<file path="config.mk">
export PLATFORM = sky130hd
export DESIGN_NAME = sql_text_keyword_hint_scanner_flat
export DESIGN_NICKNAME = d
export VERILOG_FILES = /design/src/rtl/core/sqkh_pkg.sv /design/src/rtl/core/sqkh_if.sv /design/src/rtl/core/sqkh_front.sv /design/src/rtl/core/sqkh_fifo.sv /design/src/rtl/core/sqkh_back.sv /design/src/rtl/core/sql_text_keyword_hint_scanner.sv /design/src/flat_wrapper.sv
export VERILOG_INCLUDE_DIRS = /design/src /design/src/rtl/core
export SDC_FILE = /design/constraint.sdc
export NUM_CORES = 2
export LEC_CHECK = 0
export BUFFER_PORTS_ARGS = -buffer_cell sky130_fd_sc_hd__buf_2
export CORE_MARGIN = 8
export CORE_UTILIZATION = 45
export DETAILED_ROUTE_END_ITERATION = 8
export RECOVER_POWER = 50
export SLEW_MARGIN = 20
export SYNTH_ARGS = -nofsm -noshare
export SYNTH_HDL_FRONTEND = slang
export SYNTH_SLANG_ARGS = --single-unit
export TNS_END_PERCENT = 1
</file>
<file path="constraint.sdc">
create_clock -name clk -period 9 [get_ports clk]
set_input_delay 0 -clock clk [delete_from_list [all_inputs] [get_ports clk]]
set_output_delay 0 -clock clk [all_outputs]
set_load 0.03 [all_outputs]
</file>
<file path="src/rtl/core/sql_text_keyword_hint_scanner_assert.svh">
// Assertion macros shared by the scanner modules.
// Each macro expects signals named clk and rst_n in the enclosing module.
`ifndef SQL_TEXT_KEYWORD_HINT_SCANNER_ASSERT_SVH
`define SQL_TEXT_KEYWORD_HINT_SCANNER_ASSERT_SVH

// Condition that must hold at every clock edge out of reset.
`define SQKH_ASSERT_ALWAYS(lbl, cond, msg) \
  lbl: assert property (@(posedge clk) disable iff (!rst_n) (cond)) \
    else $error(msg);

// Consequence that must hold in the same cycle as the antecedent.
`define SQKH_ASSERT_IMPLIES(lbl, ante, cons, msg) \
  lbl: assert property (@(posedge clk) disable iff (!rst_n) (ante) |-> (cons)) \
    else $error(msg);

// Consequence that must hold in the cycle after the antecedent.
`define SQKH_ASSERT_NEXT(lbl, ante, cons, msg) \
  lbl: assert property (@(posedge clk) disable iff (!rst_n) (ante) |=> (cons)) \
    else $error(msg);

`endif

</file>
<file path="src/rtl/core/sqkh_pkg.sv">
`default_nettype none

package sqkh_pkg;

  // Widths of the fixed fields.
  localparam int COUNT_BITS_DEF = 16;
  localparam int Q_DEPTH_DEF    = 2;
  localparam int BYTE_W         = 8;
  localparam int HASH_W         = 64;
  localparam int OUT_CNT_W      = 16;
  localparam int BASE_W         = 10;
  localparam int SPAN_W         = 11;
  localparam int THR_W          = 16;
  localparam int TMO_W          = 11;
  localparam int DEPTH_SHIFT    = 48;
  localparam int DEPTH_KEEP     = HASH_W - DEPTH_SHIFT;

  // FNV-1a constants. The prime is 2^40 + 0x1b3.
  localparam logic [HASH_W-1:0] FNV_BASIS      = 64'hcbf29ce484222325;
  localparam int                FNV_PRIME_SHIFT = 40;
  localparam logic [8:0]        FNV_PRIME_LO    = 9'h1b3;

  // Complexity weights.
  localparam int          JOIN_WEIGHT_W = 8;
  localparam int          PRED_WEIGHT_W = 6;
  localparam logic [7:0]  JOIN_WEIGHT   = 8'd131;
  localparam logic [5:0]  PRED_WEIGHT   = 6'd53;

  // Square root and modulo iteration sizes.
  localparam int ROOT_W     = HASH_W / 2;
  localparam int SQRT_STEPS = ROOT_W;
  localparam int SQ_REM_W   = ROOT_W + 2;

  // Configuration port.
  localparam int                 CFG_IDX_W        = 8;
  localparam int                 CFG_DATA_W       = 16;
  localparam logic [CFG_IDX_W-1:0] CFG_TIMEOUT_BASE = 8'd0;
  localparam logic [CFG_IDX_W-1:0] CFG_TIMEOUT_SPAN = 8'd1;
  localparam logic [CFG_IDX_W-1:0] CFG_JOIN_THR     = 8'd2;
  localparam logic [CFG_IDX_W-1:0] CFG_PRED_THR     = 8'd3;

  localparam logic [BASE_W-1:0] BASE_RST = 10'd50;
  localparam logic [SPAN_W-1:0] SPAN_RST = 11'd350;
  localparam logic [THR_W-1:0]  JTHR_RST = 16'd2;
  localparam logic [THR_W-1:0]  PTHR_RST = 16'd3;

  // Characters of interest.
  localparam logic [7:0] CH_LPAREN  = 8'h28;
  localparam logic [7:0] CH_RPAREN  = 8'h29;
  localparam logic [7:0] CH_UPPER_A = 8'h41;
  localparam logic [7:0] CH_UPPER_Z = 8'h5a;
  localparam logic [7:0] CH_LOWER_A = 8'h61;
  localparam logic [7:0] CH_LOWER_Z = 8'h7a;
  localparam logic [7:0] CASE_DIFF  = 8'h20;
  localparam logic [7:0] CH_D = 8'h44;
  localparam logic [7:0] CH_E = 8'h45;
  localparam logic [7:0] CH_H = 8'h48;
  localparam logic [7:0] CH_I = 8'h49;
  localparam logic [7:0] CH_J = 8'h4a;
  localparam logic [7:0] CH_N = 8'h4e;
  localparam logic [7:0] CH_O = 8'h4f;
  localparam logic [7:0] CH_R = 8'h52;
  localparam logic [7:0] CH_W = 8'h57;

  // Keyword matcher states: one per matched prefix, plus a dead state for no match.
  typedef enum logic [3:0] {
    TK_IDLE, TK_J, TK_JO, TK_JOI, TK_JOIN, TK_W, TK_WH, TK_WHE, TK_WHER,
    TK_WHERE, TK_A, TK_AN, TK_AND, TK_O, TK_OR, TK_DEAD
  } tok_state_t;

  // Back end sequencer states.
  typedef enum logic [2:0] {
    BK_IDLE, BK_MUL, BK_SUM, BK_ROOT, BK_MOD, BK_FIN
  } back_state_t;

  typedef struct packed {
    logic [BASE_W-1:0] base;
    logic [SPAN_W-1:0] span;
    logic [THR_W-1:0]  join_thr;
    logic [THR_W-1:0]  pred_thr;
  } cfg_regs_t;

  typedef struct packed {
    logic full;
    logic empty;
  } fifo_stat_t;

  function automatic logic [7:0] to_upper(input logic [7:0] b);
    logic [7:0] r;
    r = b;
    if (b >= CH_LOWER_A && b <= CH_LOWER_Z) begin
      r = b - CASE_DIFF;
    end
    return r;
  endfunction

  function automatic logic is_letter(input logic [7:0] ch);
    return (ch >= CH_UPPER_A) && (ch <= CH_UPPER_Z);
  endfunction

  // One FNV-1a round on a sign-extended byte.
  function automatic logic [HASH_W-1:0] fnv_step(input logic [HASH_W-1:0] h,
                                                 input logic [7:0] ch);
    logic [HASH_W-1:0] mixed;
    mixed = h ^ {{(HASH_W-8){ch[7]}}, ch};
    return (mixed << FNV_PRIME_SHIFT) + (mixed * HASH_W'(FNV_PRIME_LO));
  endfunction

  // Advance the keyword matcher by one upper-case letter.
  function automatic tok_state_t tok_advance(input tok_state_t st,
                                             input logic [7:0] ch);
    tok_state_t r;
    r = TK_DEAD;
    unique case (st)
      TK_IDLE: begin
        if (ch == CH_J) r = TK_J;
        else if (ch == CH_W) r = TK_W;
        else if (ch == CH_UPPER_A) r = TK_A;
        else if (ch == CH_O) r = TK_O;
      end
      TK_J:    if (ch == CH_O) r = TK_JO;
      TK_JO:   if (ch == CH_I) r = TK_JOI;
      TK_JOI:  if (ch == CH_N) r = TK_JOIN;
      TK_W:    if (ch == CH_H) r = TK_WH;
      TK_WH:   if (ch == CH_E) r = TK_WHE;
      TK_WHE:  if (ch == CH_R) r = TK_WHER;
      TK_WHER: if (ch == CH_E) r = TK_WHERE;
      TK_A:    if (ch == CH_N) r = TK_AN;
      TK_AN:   if (ch == CH_D) r = TK_AND;
      TK_O:    if (ch == CH_R) r = TK_OR;
      default: r = TK_DEAD;
    endcase
    return r;
  endfunction

endpackage

`default_nettype wire

</file>
<file path="src/rtl/core/sqkh_if.sv">
`default_nettype none

// Text byte channel.
interface sqkh_in_if import sqkh_pkg::*; ();
  logic              valid;
  logic              ready;
  logic [BYTE_W-1:0] text_byte;
  logic              last_byte;

  modport source (output valid, output text_byte, output last_byte, input ready);
  modport sink (input valid, input text_byte, input last_byte, output ready);
endinterface

// Result channel.
interface sqkh_out_if import sqkh_pkg::*; ();
  logic                 valid;
  logic                 ready;
  logic [OUT_CNT_W-1:0] join_total;
  logic [OUT_CNT_W-1:0] predicate_total;
  logic [HASH_W-1:0]    text_weight;
  logic [TMO_W-1:0]     timeout_ms;
  logic                 temp_in_memory;
  logic                 spill_off;

  modport source (output valid, output join_total, output predicate_total,
                  output text_weight, output timeout_ms, output temp_in_memory,
                  output spill_off, input ready);
  modport sink (input valid, input join_total, input predicate_total,
                input text_weight, input timeout_ms, input temp_in_memory,
                input spill_off, output ready);
endinterface

// Configuration write channel.
interface sqkh_cfg_if import sqkh_pkg::*; ();
  logic                  valid;
  logic                  ready;
  logic [CFG_IDX_W-1:0]  reg_index;
  logic [CFG_DATA_W-1:0] wdata;

  modport source (output valid, output reg_index, output wdata, input ready);
  modport sink (input valid, input reg_index, input wdata, output ready);
endinterface

`default_nettype wire

</file>
<file path="src/rtl/core/sqkh_front.sv">
`default_nettype none

module sqkh_front import sqkh_pkg::*; #(
  parameter int COUNT_BITS = COUNT_BITS_DEF
) (
  input  logic                              clk,
  input  logic                              rst_n,
  sqkh_in_if.sink                           in_ch,
  input  fifo_stat_t                        q_stat,
  output logic                              push,
  output logic [HASH_W+2*COUNT_BITS-1:0]    push_rec
);

  localparam logic [COUNT_BITS-1:0] CNT_MAX = '1;

  logic [HASH_W-1:0]     hash_r, hash_nxt, hash_step;
  logic [COUNT_BITS-1:0] depth_r, depth_nxt, depth_step;
  logic [COUNT_BITS-1:0] join_r, join_nxt, join_step;
  logic [COUNT_BITS-1:0] pred_r, pred_nxt, pred_step;
  tok_state_t            tok_r, tok_nxt, tok_step, tok_close;
  logic [7:0]            ch_up;
  logic                  letter;
  logic                  accept;
  logic [HASH_W-1:0]     weight;

  // Bytes stall only when the queue has no room for a finished text.
  assign in_ch.ready = !q_stat.full;
  assign accept      = in_ch.valid && in_ch.ready;

  assign ch_up     = to_upper(in_ch.text_byte);
  assign letter    = is_letter(ch_up);
  assign hash_step = fnv_step(hash_r, ch_up);

  // Parenthesis depth, saturating high and floored at zero.
  always_comb begin
    depth_step = depth_r;
    if (ch_up == CH_LPAREN && depth_r != CNT_MAX) begin
      depth_step = depth_r + COUNT_BITS'(1);
    end else if (ch_up == CH_RPAREN && depth_r != '0) begin
      depth_step = depth_r - COUNT_BITS'(1);
    end
  end

  // Keyword matcher; a non-letter or the end of text closes the token.
  always_comb begin
    tok_step  = letter ? tok_advance(tok_r, ch_up) : TK_IDLE;
    tok_close = letter ? (in_ch.last_byte ? tok_step : TK_IDLE) : tok_r;
    join_step = join_r;
    pred_step = pred_r;
    if (tok_close == TK_JOIN && join_r != CNT_MAX) begin
      join_step = join_r + COUNT_BITS'(1);
    end
    if ((tok_close == TK_WHERE || tok_close == TK_AND || tok_close == TK_OR) &&
        pred_r != CNT_MAX) begin
      pred_step = pred_r + COUNT_BITS'(1);
    end
  end

  assign weight   = hash_step ^ {DEPTH_KEEP'(depth_step), {DEPTH_SHIFT{1'b0}}};
  assign push     = accept && in_ch.last_byte;
  assign push_rec = {weight, join_step, pred_step};

  // The last byte hands the text to the queue and restarts the scan.
  always_comb begin
    hash_nxt  = hash_r;
    depth_nxt = depth_r;
    join_nxt  = join_r;
    pred_nxt  = pred_r;
    tok_nxt   = tok_r;
    if (accept) begin
      if (in_ch.last_byte) begin
        hash_nxt  = FNV_BASIS;
        depth_nxt = '0;
        join_nxt  = '0;
        pred_nxt  = '0;
        tok_nxt   = TK_IDLE;
      end else begin
        hash_nxt  = hash_step;
        depth_nxt = depth_step;
        join_nxt  = join_step;
        pred_nxt  = pred_step;
        tok_nxt   = tok_step;
      end
    end
  end

  always_ff @(posedge clk) begin
    if (!rst_n) begin
      hash_r  <= FNV_BASIS;
      depth_r <= '0;
      join_r  <= '0;
      pred_r  <= '0;
      tok_r   <= TK_IDLE;
    end else begin
      hash_r  <= hash_nxt;
      depth_r <= depth_nxt;
      join_r  <= join_nxt;
      pred_r  <= pred_nxt;
      tok_r   <= tok_nxt;
    end
  end

endmodule

`default_nettype wire

</file>
<file path="src/rtl/core/sqkh_fifo.sv">
`default_nettype none
`include "sql_text_keyword_hint_scanner_assert.svh"

module sqkh_fifo import sqkh_pkg::*; #(
  parameter int WIDTH = 8,
  parameter int DEPTH = Q_DEPTH_DEF
) (
  input  logic             clk,
  input  logic             rst_n,
  input  logic             push,
  input  logic [WIDTH-1:0] push_data,
  input  logic             pop,
  output logic [WIDTH-1:0] pop_data,
  output fifo_stat_t       stat
);

  localparam int PTR_W = (DEPTH > 1) ? $clog2(DEPTH) : 1;
  localparam int CNT_W = $clog2(DEPTH + 1);

  logic [WIDTH-1:0] mem_r [DEPTH];
  logic [PTR_W-1:0] wr_ptr_r, wr_ptr_nxt;
  logic [PTR_W-1:0] rd_ptr_r, rd_ptr_nxt;
  logic [CNT_W-1:0] cnt_r, cnt_nxt;

  assign stat.full  = (cnt_r == CNT_W'(DEPTH));
  assign stat.empty = (cnt_r == '0);
  assign pop_data   = mem_r[rd_ptr_r];

  // Pointer and occupancy update.
  always_comb begin
    wr_ptr_nxt = wr_ptr_r;
    rd_ptr_nxt = rd_ptr_r;
    cnt_nxt    = cnt_r;
    if (push) begin
      wr_ptr_nxt = (wr_ptr_r == PTR_W'(DEPTH - 1)) ? '0 : wr_ptr_r + PTR_W'(1);
    end
    if (pop) begin
      rd_ptr_nxt = (rd_ptr_r == PTR_W'(DEPTH - 1)) ? '0 : rd_ptr_r + PTR_W'(1);
    end
    if (push && !pop) begin
      cnt_nxt = cnt_r + CNT_W'(1);
    end else if (pop && !push) begin
      cnt_nxt = cnt_r - CNT_W'(1);
    end
  end

  always_ff @(posedge clk) begin
    if (!rst_n) begin
      wr_ptr_r <= '0;
      rd_ptr_r <= '0;
      cnt_r    <= '0;
    end else begin
      wr_ptr_r <= wr_ptr_nxt;
      rd_ptr_r <= rd_ptr_nxt;
      cnt_r    <= cnt_nxt;
    end
  end

  // Entry storage.
  always_ff @(posedge clk) begin
    if (push) begin
      mem_r[wr_ptr_r] <= push_data;
    end
  end

  `SQKH_ASSERT_IMPLIES(a_no_overflow, push, !stat.full, "queue written while full")
  `SQKH_ASSERT_IMPLIES(a_no_underflow, pop, !stat.empty, "queue read while empty")
  `SQKH_ASSERT_ALWAYS(a_cnt_bound, cnt_r <= CNT_W'(DEPTH), "queue count out of range")

endmodule

`default_nettype wire

</file>
<file path="src/rtl/core/sqkh_back.sv">
`default_nettype none
`include "sql_text_keyword_hint_scanner_assert.svh"

module sqkh_back import sqkh_pkg::*; #(
  parameter int COUNT_BITS = COUNT_BITS_DEF
) (
  input  logic                           clk,
  input  logic                           rst_n,
  input  cfg_regs_t                      cfg,
  input  fifo_stat_t                     q_stat,
  input  logic [HASH_W+2*COUNT_BITS-1:0] pop_rec,
  output logic                           pop,
  sqkh_out_if.source                     out_ch
);

  localparam int PJ_W   = COUNT_BITS + JOIN_WEIGHT_W;
  localparam int PP_W   = COUNT_BITS + PRED_WEIGHT_W;
  localparam int STEP_W = $clog2(SQRT_STEPS);
  localparam int CMP_W  = (COUNT_BITS > THR_W) ? COUNT_BITS : THR_W;

  back_state_t           state_r, state_nxt;
  logic [HASH_W-1:0]     weight_r;
  logic [COUNT_BITS-1:0] join_r, pred_r;
  logic [PJ_W-1:0]       prod_j_r;
  logic [PP_W-1:0]       prod_p_r;
  logic [HASH_W-1:0]     cx_r;
  logic [SQ_REM_W-1:0]   srem_r;
  logic [ROOT_W-1:0]     root_r;
  logic [SPAN_W-1:0]     mrem_r;
  logic [STEP_W-1:0]     step_r;
  logic                  step_last;

  logic                  out_valid_r;
  logic [OUT_CNT_W-1:0]  join_out_r, pred_out_r;
  logic [HASH_W-1:0]     weight_out_r;
  logic [TMO_W-1:0]      tmo_r;
  logic                  temp_r, spill_r;
  logic                  can_load;

  logic [SQ_REM_W+1:0]   sq_shift, sq_trial;
  logic                  sq_ge;
  logic [SQ_REM_W-1:0]   srem_step;
  logic [SPAN_W-1:0]     span_eff;
  logic [SPAN_W:0]       md_shift;
  logic                  md_ge;
  logic [SPAN_W-1:0]     mrem_step;
  logic [TMO_W:0]        tmo_sum;

  assign step_last = (step_r == STEP_W'(SQRT_STEPS - 1));
  assign can_load  = !out_valid_r || out_ch.ready;

  // One root digit per cycle: bring down two bits, try (4*root + 1).
  assign sq_shift  = {srem_r, cx_r[HASH_W-1 -: 2]};
  assign sq_trial  = {2'b00, root_r, 2'b01};
  assign sq_ge     = (sq_shift >= sq_trial);
  assign srem_step = SQ_REM_W'(sq_ge ? sq_shift - sq_trial : sq_shift);

  // One quotient bit per cycle of root modulo span; a zero span acts as one.
  assign span_eff  = (cfg.span == '0) ? SPAN_W'(1) : cfg.span;
  assign md_shift  = {mrem_r, root_r[ROOT_W-1]};
  assign md_ge     = (md_shift >= {1'b0, span_eff});
  assign mrem_step = SPAN_W'(md_ge ? md_shift - {1'b0, span_eff} : md_shift);

  assign tmo_sum   = (TMO_W+1)'(cfg.base) + (TMO_W+1)'(mrem_r);

  // Sequencer state register.
  always_ff @(posedge clk) begin
    if (!rst_n) begin
      state_r <= BK_IDLE;
    end else begin
      state_r <= state_nxt;
    end
  end

  // Sequencer next state and queue pop.
  always_comb begin
    state_nxt = state_r;
    pop       = 1'b0;
    unique case (state_r)
      BK_IDLE: begin
        if (!q_stat.empty) begin
          pop       = 1'b1;
          state_nxt = BK_MUL;
        end
      end
      BK_MUL:  state_nxt = BK_SUM;
      BK_SUM:  state_nxt = BK_ROOT;
      BK_ROOT: if (step_last) state_nxt = BK_MOD;
      BK_MOD:  if (step_last) state_nxt = BK_FIN;
      BK_FIN:  if (can_load) state_nxt = BK_IDLE;
      default: state_nxt = BK_IDLE;
    endcase
  end

  // Datapath registers driven by the sequencer.
  always_ff @(posedge clk) begin
    unique case (state_r)
      BK_IDLE: begin
        {weight_r, join_r, pred_r} <= pop_rec;
      end
      BK_MUL: begin
        prod_j_r <= PJ_W'(join_r) * PJ_W'(JOIN_WEIGHT);
        prod_p_r <= PP_W'(pred_r) * PP_W'(PRED_WEIGHT);
      end
      BK_SUM: begin
        cx_r   <= weight_r + HASH_W'(prod_j_r) + HASH_W'(prod_p_r) + HASH_W'(1);
        srem_r <= '0;
        root_r <= '0;
        step_r <= '0;
      end
      BK_ROOT: begin
        cx_r   <= cx_r << 2;
        srem_r <= srem_step;
        root_r <= {root_r[ROOT_W-2:0], sq_ge};
        step_r <= step_r + STEP_W'(1);
        mrem_r <= '0;
      end
      BK_MOD: begin
        mrem_r <= mrem_step;
        root_r <= root_r << 1;
        step_r <= step_r + STEP_W'(1);
      end
      BK_FIN: begin
      end
      default: begin
      end
    endcase
  end

  // Output register; it is refilled as the previous result leaves.
  always_ff @(posedge clk) begin
    if (!rst_n) begin
      out_valid_r <= 1'b0;
    end else if (state_r == BK_FIN && can_load) begin
      out_valid_r <= 1'b1;
    end else if (out_ch.ready) begin
      out_valid_r <= 1'b0;
    end
  end

  always_ff @(posedge clk) begin
    if (state_r == BK_FIN && can_load) begin
      join_out_r   <= OUT_CNT_W'(join_r);
      pred_out_r   <= OUT_CNT_W'(pred_r);
      weight_out_r <= weight_r;
      tmo_r        <= TMO_W'(tmo_sum);
      temp_r       <= (CMP_W'(join_r) >= CMP_W'(cfg.join_thr));
      spill_r      <= (CMP_W'(pred_r) >= CMP_W'(cfg.pred_thr));
    end
  end

  assign out_ch.valid           = out_valid_r;
  assign out_ch.join_total      = join_out_r;
  assign out_ch.predicate_total = pred_out_r;
  assign out_ch.text_weight     = weight_out_r;
  assign out_ch.timeout_ms      = tmo_r;
  assign out_ch.temp_in_memory  = temp_r;
  assign out_ch.spill_off       = spill_r;

  `SQKH_ASSERT_IMPLIES(a_mod_bound, state_r == BK_MOD, mrem_r < span_eff,
                       "modulo remainder not below span")
  `SQKH_ASSERT_NEXT(a_fin_loads, state_r == BK_FIN && can_load, out_valid_r,
                    "finished result not presented")
  `SQKH_ASSERT_IMPLIES(a_pop_idle, pop, state_r == BK_IDLE && !q_stat.empty,
                       "queue popped outside idle")

endmodule

`default_nettype wire

</file>
<file path="src/rtl/core/sql_text_keyword_hint_scanner.sv">
// A finished text passes through the queue, then the back-end states MUL, SUM, ROOT, MOD
// and FIN, and its result is then registered for the output channel. Text bytes are taken
// one per cycle while the queue has room; the back end works on one text at a time.
// A queue of Q_DEPTH finished texts lets scanning continue while the back end is busy.
// Reset (synchronous, active low) restarts the scan, empties the queue and the output,
// and loads the timeout and threshold registers with their default values.
`default_nettype none

module sql_text_keyword_hint_scanner import sqkh_pkg::*; #(
  parameter int COUNT_BITS = COUNT_BITS_DEF,
  parameter int Q_DEPTH    = Q_DEPTH_DEF
) (
  input  logic        clk,
  input  logic        rst_n,
  sqkh_in_if.sink     in_ch,
  sqkh_out_if.source  out_ch,
  sqkh_cfg_if.sink    cfg_ch
);

  localparam int REC_W = HASH_W + 2 * COUNT_BITS;

  cfg_regs_t         cfg_r;
  logic              push, pop;
  logic [REC_W-1:0]  push_rec, pop_rec;
  fifo_stat_t        q_stat;

  // Configuration registers; writes to unknown indexes are dropped.
  assign cfg_ch.ready = 1'b1;

  always_ff @(posedge clk) begin
    if (!rst_n) begin
      cfg_r.base     <= BASE_RST;
      cfg_r.span     <= SPAN_RST;
      cfg_r.join_thr <= JTHR_RST;
      cfg_r.pred_thr <= PTHR_RST;
    end else if (cfg_ch.valid && cfg_ch.ready) begin
      unique case (cfg_ch.reg_index)
        CFG_TIMEOUT_BASE: cfg_r.base     <= BASE_W'(cfg_ch.wdata);
        CFG_TIMEOUT_SPAN: cfg_r.span     <= SPAN_W'(cfg_ch.wdata);
        CFG_JOIN_THR:     cfg_r.join_thr <= THR_W'(cfg_ch.wdata);
        CFG_PRED_THR:     cfg_r.pred_thr <= THR_W'(cfg_ch.wdata);
        default: begin
        end
      endcase
    end
  end

  // Byte scanner.
  sqkh_front #(
    .COUNT_BITS (COUNT_BITS)
  ) u_front (
    .clk      (clk),
    .rst_n    (rst_n),
    .in_ch    (in_ch),
    .q_stat   (q_stat),
    .push     (push),
    .push_rec (push_rec)
  );

  // Queue of finished texts.
  sqkh_fifo #(
    .WIDTH (REC_W),
    .DEPTH (Q_DEPTH)
  ) u_fifo (
    .clk       (clk),
    .rst_n     (rst_n),
    .push      (push),
    .push_data (push_rec),
    .pop       (pop),
    .pop_data  (pop_rec),
    .stat      (q_stat)
  );

  // Timeout computation and result register.
  sqkh_back #(
    .COUNT_BITS (COUNT_BITS)
  ) u_back (
    .clk     (clk),
    .rst_n   (rst_n),
    .cfg     (cfg_r),
    .q_stat  (q_stat),
    .pop_rec (pop_rec),
    .pop     (pop),
    .out_ch  (out_ch)
  );

endmodule

`default_nettype wire

</file>
<file path="src/flat_wrapper.sv">
// flat-port wrapper written by rule: the top's interface ports become plain ports
module sql_text_keyword_hint_scanner_flat import sqkh_pkg::*;
#(
  parameter int COUNT_BITS = COUNT_BITS_DEF,
  parameter int Q_DEPTH    = Q_DEPTH_DEF
)
  (clk, rst_n, in_ch_valid, in_ch_text_byte, in_ch_last_byte, in_ch_ready, out_ch_valid, out_ch_join_total, out_ch_predicate_total, out_ch_text_weight, out_ch_timeout_ms, out_ch_temp_in_memory, out_ch_spill_off, out_ch_ready, cfg_ch_valid, cfg_ch_reg_index, cfg_ch_wdata, cfg_ch_ready);
  sqkh_in_if in_ch_i ();
  sqkh_out_if out_ch_i ();
  sqkh_cfg_if cfg_ch_i ();
  input  logic clk;
  input  logic rst_n;
  input wire logic [$bits(in_ch_i.valid)-1:0] in_ch_valid;
  input wire logic [$bits(in_ch_i.text_byte)-1:0] in_ch_text_byte;
  input wire logic [$bits(in_ch_i.last_byte)-1:0] in_ch_last_byte;
  output wire logic [$bits(in_ch_i.ready)-1:0] in_ch_ready;
  output wire logic [$bits(out_ch_i.valid)-1:0] out_ch_valid;
  output wire logic [$bits(out_ch_i.join_total)-1:0] out_ch_join_total;
  output wire logic [$bits(out_ch_i.predicate_total)-1:0] out_ch_predicate_total;
  output wire logic [$bits(out_ch_i.text_weight)-1:0] out_ch_text_weight;
  output wire logic [$bits(out_ch_i.timeout_ms)-1:0] out_ch_timeout_ms;
  output wire logic [$bits(out_ch_i.temp_in_memory)-1:0] out_ch_temp_in_memory;
  output wire logic [$bits(out_ch_i.spill_off)-1:0] out_ch_spill_off;
  input wire logic [$bits(out_ch_i.ready)-1:0] out_ch_ready;
  input wire logic [$bits(cfg_ch_i.valid)-1:0] cfg_ch_valid;
  input wire logic [$bits(cfg_ch_i.reg_index)-1:0] cfg_ch_reg_index;
  input wire logic [$bits(cfg_ch_i.wdata)-1:0] cfg_ch_wdata;
  output wire logic [$bits(cfg_ch_i.ready)-1:0] cfg_ch_ready;
  assign in_ch_i.valid = in_ch_valid;
  assign in_ch_i.text_byte = in_ch_text_byte;
  assign in_ch_i.last_byte = in_ch_last_byte;
  assign in_ch_ready = in_ch_i.ready;
  assign out_ch_valid = out_ch_i.valid;
  assign out_ch_join_total = out_ch_i.join_total;
  assign out_ch_predicate_total = out_ch_i.predicate_total;
  assign out_ch_text_weight = out_ch_i.text_weight;
  assign out_ch_timeout_ms = out_ch_i.timeout_ms;
  assign out_ch_temp_in_memory = out_ch_i.temp_in_memory;
  assign out_ch_spill_off = out_ch_i.spill_off;
  assign out_ch_i.ready = out_ch_ready;
  assign cfg_ch_i.valid = cfg_ch_valid;
  assign cfg_ch_i.reg_index = cfg_ch_reg_index;
  assign cfg_ch_i.wdata = cfg_ch_wdata;
  assign cfg_ch_ready = cfg_ch_i.ready;
  sql_text_keyword_hint_scanner #(.COUNT_BITS(COUNT_BITS), .Q_DEPTH(Q_DEPTH)) u_core (.clk(clk), .rst_n(rst_n), .in_ch(in_ch_i), .out_ch(out_ch_i), .cfg_ch(cfg_ch_i));
endmodule
</file>
==> results.txt <==
----------------------------------------------------
[Outcome]
  Result of the run ... finished, violations left
  Violated checks ... max-capacitance violations, max-slew violations

[Synth]
  Area share of the largest cell type after synthesis ... 0.349
  Post-Synthesis Net Count ... 5408
  Adder-cell area share of the yosys netlist ... 0.203
  Distinct cell type count after synthesis ... 98
  Post-synthesis instance total ... 4725
  Synthesized flop and latch total ... 766
  Main area contributors after synthesis ... sky130_fd_sc_hd__edfxtp_1 35%, sky130_fd_sc_hd__fa_1 11%, sky130_fd_sc_hd__ha_1 8.8%
  Synthesized-area fraction occupied by and/or/nand/nor cells ... 0.109
  Mean Syn Cell Area ... approximately 11 um^2
  Most used flip-flop cell after synthesis ... sky130_fd_sc_hd__edfxtp_1
  Post-Syn Area ... 50600 um^2
  Fraction of registers with async set or reset after synthesis ... 0
  Synthesized-area fraction occupied by ao, oa, aoi and oai cells ... 0.107
  Post-synthesis share of cell area spent on xor and xnor gates ... 0.0631
  Sequential cell area fraction in the yosys report ... 0.419
  Dominant combinational cell family by area after synthesis ... adder cells
  Total number of yosys warnings ... 0
  Largest area contributor in the netlist ... sky130_fd_sc_hd__edfxtp_1
  Number of synthesized flops with an enable pin ... 589
  Share of cell area taken by muxes after synthesis ... 0.0361

[Clock tree]
  TritonCTS Buffers ... 85
  Longest Clk Path Bufs ... 3
  Clock tree root driver cell ... sky130_fd_sc_hd__clkbuf_16
  Clock latency of the later-clocked register in the worst-skew pair ... 0.67 ns
  CTS HTree Levels ... 3
  Clock tree from TritonCTS ... done
  Sink Count ... between 700 and 800
  Clk slew on worst S/H paths ... 0.06 ns

[GRT]
  Most Used Layer, Global Route ... met2
  Met2 Use GR ... 0.317
  Largest net degree at the start of global routing ... 69
  Total overflow reported by the global router ... 0
  Global Route Usage Sum ... 0.200
  First-pass GRT wire length ... 194000 um
  M3 GR Usage ... 0.0319
  Antenna violations before repair ... 2
  Met1 global-route usage ... 0.279
  Vias in the first global route ... around 34000

[Routing]
  First-pass iteration count of the detailed router ... 7
  Number of remaining DRC errors ... 0
  Per-cell via count in the routed design ... roughly 5.3
  Detailed Route Iter0 Violations ... roughly 2300
  Count of nets left with antenna violations after detail routing ... 0
  Total routed wirelength ... 125000 um
  Detail-routed net length per standard cell ... 19.5 um
  Via total after detailed routing ... around 34000

[STA]
  Final Critical Period ... 7.29 ns
  Max-slew headroom ... -1.46
  Max Slew Vio Count ... roughly 700
  Measured slew at the worst slew-check pin ... 3.69 ns
  Fmax ... 0.137 GHz
  Share of the clock period used by the worst path after layout ... 0.810
  Final setup violation count ... 0
  Count of endpoints failing hold in the final timing report ... 0
  Final clock skew ... 0.0396 ns
  Unrepaired setup endpoints after global routing ... no
  Setup TNS ... 0 ns

[Setup path]
  Data required time of the critical path ... 9.40 ns
  Reg2reg path depth ... 23
  Arrival @ worst endpoint ... approximately 7.7 ns
  Terminus of the critical flop-to-flop path ... u_core.u_fifo.mem_r[0][93]
  Timing endpoint of the critical path ... u_core.u_fifo.mem_r[0][93]
  CP endpoint kind ... flip-flop
  R2R setup slack ... 2.00 ns
  Beginning of the critical path ... in_ch_text_byte[0]
  Worst setup SP type ... input pin
  Worst Path Class, Setup ... in -> reg
  Worst reg2reg startpoint ... u_core.u_front.hash_r[0]
  Highest fanout seen on the critical path ... 23

[Floorplan]
  Die Y ... 351 um
  Starting Density ... 0.452
  Core Box Area ... 112000 um^2
  Row count ... 123
  Die area ... 124000 um^2
  Die extent in x ... ~350 um
  Top-level port count ... 150

[Final layout]
  Sequential cell area ... 21200 um^2
  Post-Layout Cell Count ... 6395
  Fraction of layout cells with a size suffix above 1 ... 0.0633
  Final nets ... around 5500
  Diodes inserted ... 0
  Number of fillers in the final layout ... between 10000 and 15000
  Area added between synthesis and finish ... 9.68%
  Multi-input combinational cell area ... 26300 um^2

[Placement]
  Port bufs ... 148
  Final GP Congestion ... 0.928
  Placed instance count ... 6212
  Detailed placement HPWL ... 94100 um

[Run]
  Max Cap Viol ... 14

[Hold path]
  Kind of path behind the tightest hold check ... in -> reg

----------------------------------------------------
[cells by family after synthesis]
group | count (synthesis)
flops | 766
other cells | 1
buf+inv | 813
simple gates | 1120
fa+ha+maj | 649
compound gates | 841
mux | 170
xor+xnor | 365
[area by class of cell]
cell class | count | area share
Sequential cell | 766 | 0.382
Tap cell | 1500 | 0.0338
Multi-Input combinational cell | 3146 | 0.474
Clock inverter | 48 | 0.00764
Timing Repair Buffer | 202 | 0.0185
Clock buffer | 112 | 0.0418
Inverter | 621 | 0.0420
[layer usage]
metal,routed length [um],part of all wire
met5,0,0
met4,3920,0.031
met3,6500,0.052
met2,56400,0.45
met1,58200,0.47
[critical path, stage by stage]
cell and delay, ns:
sky130_fd_sc_hd__dlygate4sd3_1 0.53, sky130_fd_sc_hd__buf_2 0.21, sky130_fd_sc_hd__nor3_1 0.21, sky130_fd_sc_hd__nand2_1 0.10, sky130_fd_sc_hd__o21a_1 0.17, sky130_fd_sc_hd__a41oi_4 0.35, sky130_fd_sc_hd__buf_4 0.36, sky130_fd_sc_hd__xnor2_1 0.21
sky130_fd_sc_hd__nand2_1 0.21, sky130_fd_sc_hd__fa_1 0.55, sky130_fd_sc_hd__inv_1 0.05, sky130_fd_sc_hd__fa_1 0.47, sky130_fd_sc_hd__inv_1 0.05, sky130_fd_sc_hd__fa_1 0.53, sky130_fd_sc_hd__inv_1 0.04, sky130_fd_sc_hd__ha_1 0.29
sky130_fd_sc_hd__ha_1 0.32, sky130_fd_sc_hd__o21ai_0 0.10, sky130_fd_sc_hd__a21oi_1 0.23, sky130_fd_sc_hd__o21ai_0 0.18, sky130_fd_sc_hd__a21oi_1 0.29, sky130_fd_sc_hd__a21oi_1 0.21, sky130_fd_sc_hd__o31ai_1 0.72, sky130_fd_sc_hd__o31ai_1 0.31
sky130_fd_sc_hd__o21bai_1 0.42, sky130_fd_sc_hd__a221oi_1 0.16, sky130_fd_sc_hd__xnor2_1 0.25, sky130_fd_sc_hd__xnor2_1 0.12
[how the worst min path moves through the flow]
stage,startpoint,to,slack [ns],cells past startpoint
finish,in_ch_last_byte,u_core.u_front.hash_r[7],0.07,4
global route,in_ch_last_byte,u_core.u_front.hash_r[7],0.09,4
CTS,in_ch_last_byte,u_core.u_front.hash_r[7],0.01,4
detailed placement,cfg_ch_wdata[14],u_core.cfg_r[14],0.28,3
global placement,cfg_ch_wdata[14],u_core.cfg_r[14],0.27,3
floorplan,cfg_ch_wdata[0],u_core.cfg_r[0],0.13,2
[per-stage QoR]
step / worst slack [ns] / util / hold WS, ns / instance area (um^2)
2_1_floorplan: 2.12 / - / 0.125 / 50600
3_3_place_gp: 1.61 / 0.471 / 0.275 / 52800
3_5_place_dp: 1.55 / 0.471 / 0.280 / 52800
4_1_cts: 1.70 / 0.498 / 0.0130 / 55700
5_1_grt: 0.999 / 0.496 / 0.0898 / 55500
6_report: 1.71 / 0.496 / 0.0656 / 55500
[placed cells by master, fill, tap and decap left out, drive strengths merged, types with 9 or more instances in the layout]
cell         Yosys  final
inv            621    628
edfxtp         589    589
ha             358    358
nand2          295    295
nor2           291    291
fa             287    287
clkbuf         162    236
xnor2          233    233
a21oi          231    231
o21ai          185    185
dfxtp          177    177
xor2           132    132
nor2b          116    116
mux2           103    103
a21o            91     91
nand3           80     80
mux2i           67     67
nor3            57     57
buf             29     55
and3            51     51
or3             46     46
o21a            45     45
nand4           42     42
nand2b          39     39
a31oi           35     35
a22oi           35     35
o21bai          34     34
and2            32     32
clkinv           0     31
a21boi          30     30
dlygate4sd3      0     23
o31ai           22     22
nor4            18     18
o211ai          13     13
a22o            13     13
a41oi           12     12
a211oi          12     12
o41ai            9      9
or4              9      9
[repair_timing]
item                      CTS  global route
resized for setup           0             0
hold endpoints to repair   89             0
buffers inserted            0             0
hold buffers               23             0
[flip-flops by register name, summed over array words and instances, names as in the netlist, 22 cells and up]
signal	cells
u_core.u_back.out_ch.text_weight	64
u_core.u_back.srem_r	34
u_core.u_back.prod_p_r	22
u_core.u_front.hash_r	64
u_core.u_back.prod_j_r	24
u_core.cfg_r	53
u_core.u_back.weight_r	64
u_core.u_back.cx_r	64
u_core.u_back.root_r	32
u_core.u_fifo.mem_r	192
[cells in the mapped netlist (all sizes together) (18+ instances only)]
master	n
nand3	80
clkbuf	162
a21o	91
a31oi	35
dfxtp	177
edfxtp	589
nor2b	116
a21oi	231
o31ai	22
nand2b	39
mux2i	67
xor2	132
a22oi	35
fa	287
mux2	103
a21boi	30
o21ai	185
xnor2	233
and3	51
o21a	45
ha	358
and2	32
inv	621
buf	29
nor4	18
nor2	291
nand4	42
or3	46
o21bai	34
nor3	57
nand2	295
Power is not shown: default switching activity piles up to over one toggle a cycle in this logic, so the estimate is an artifact.
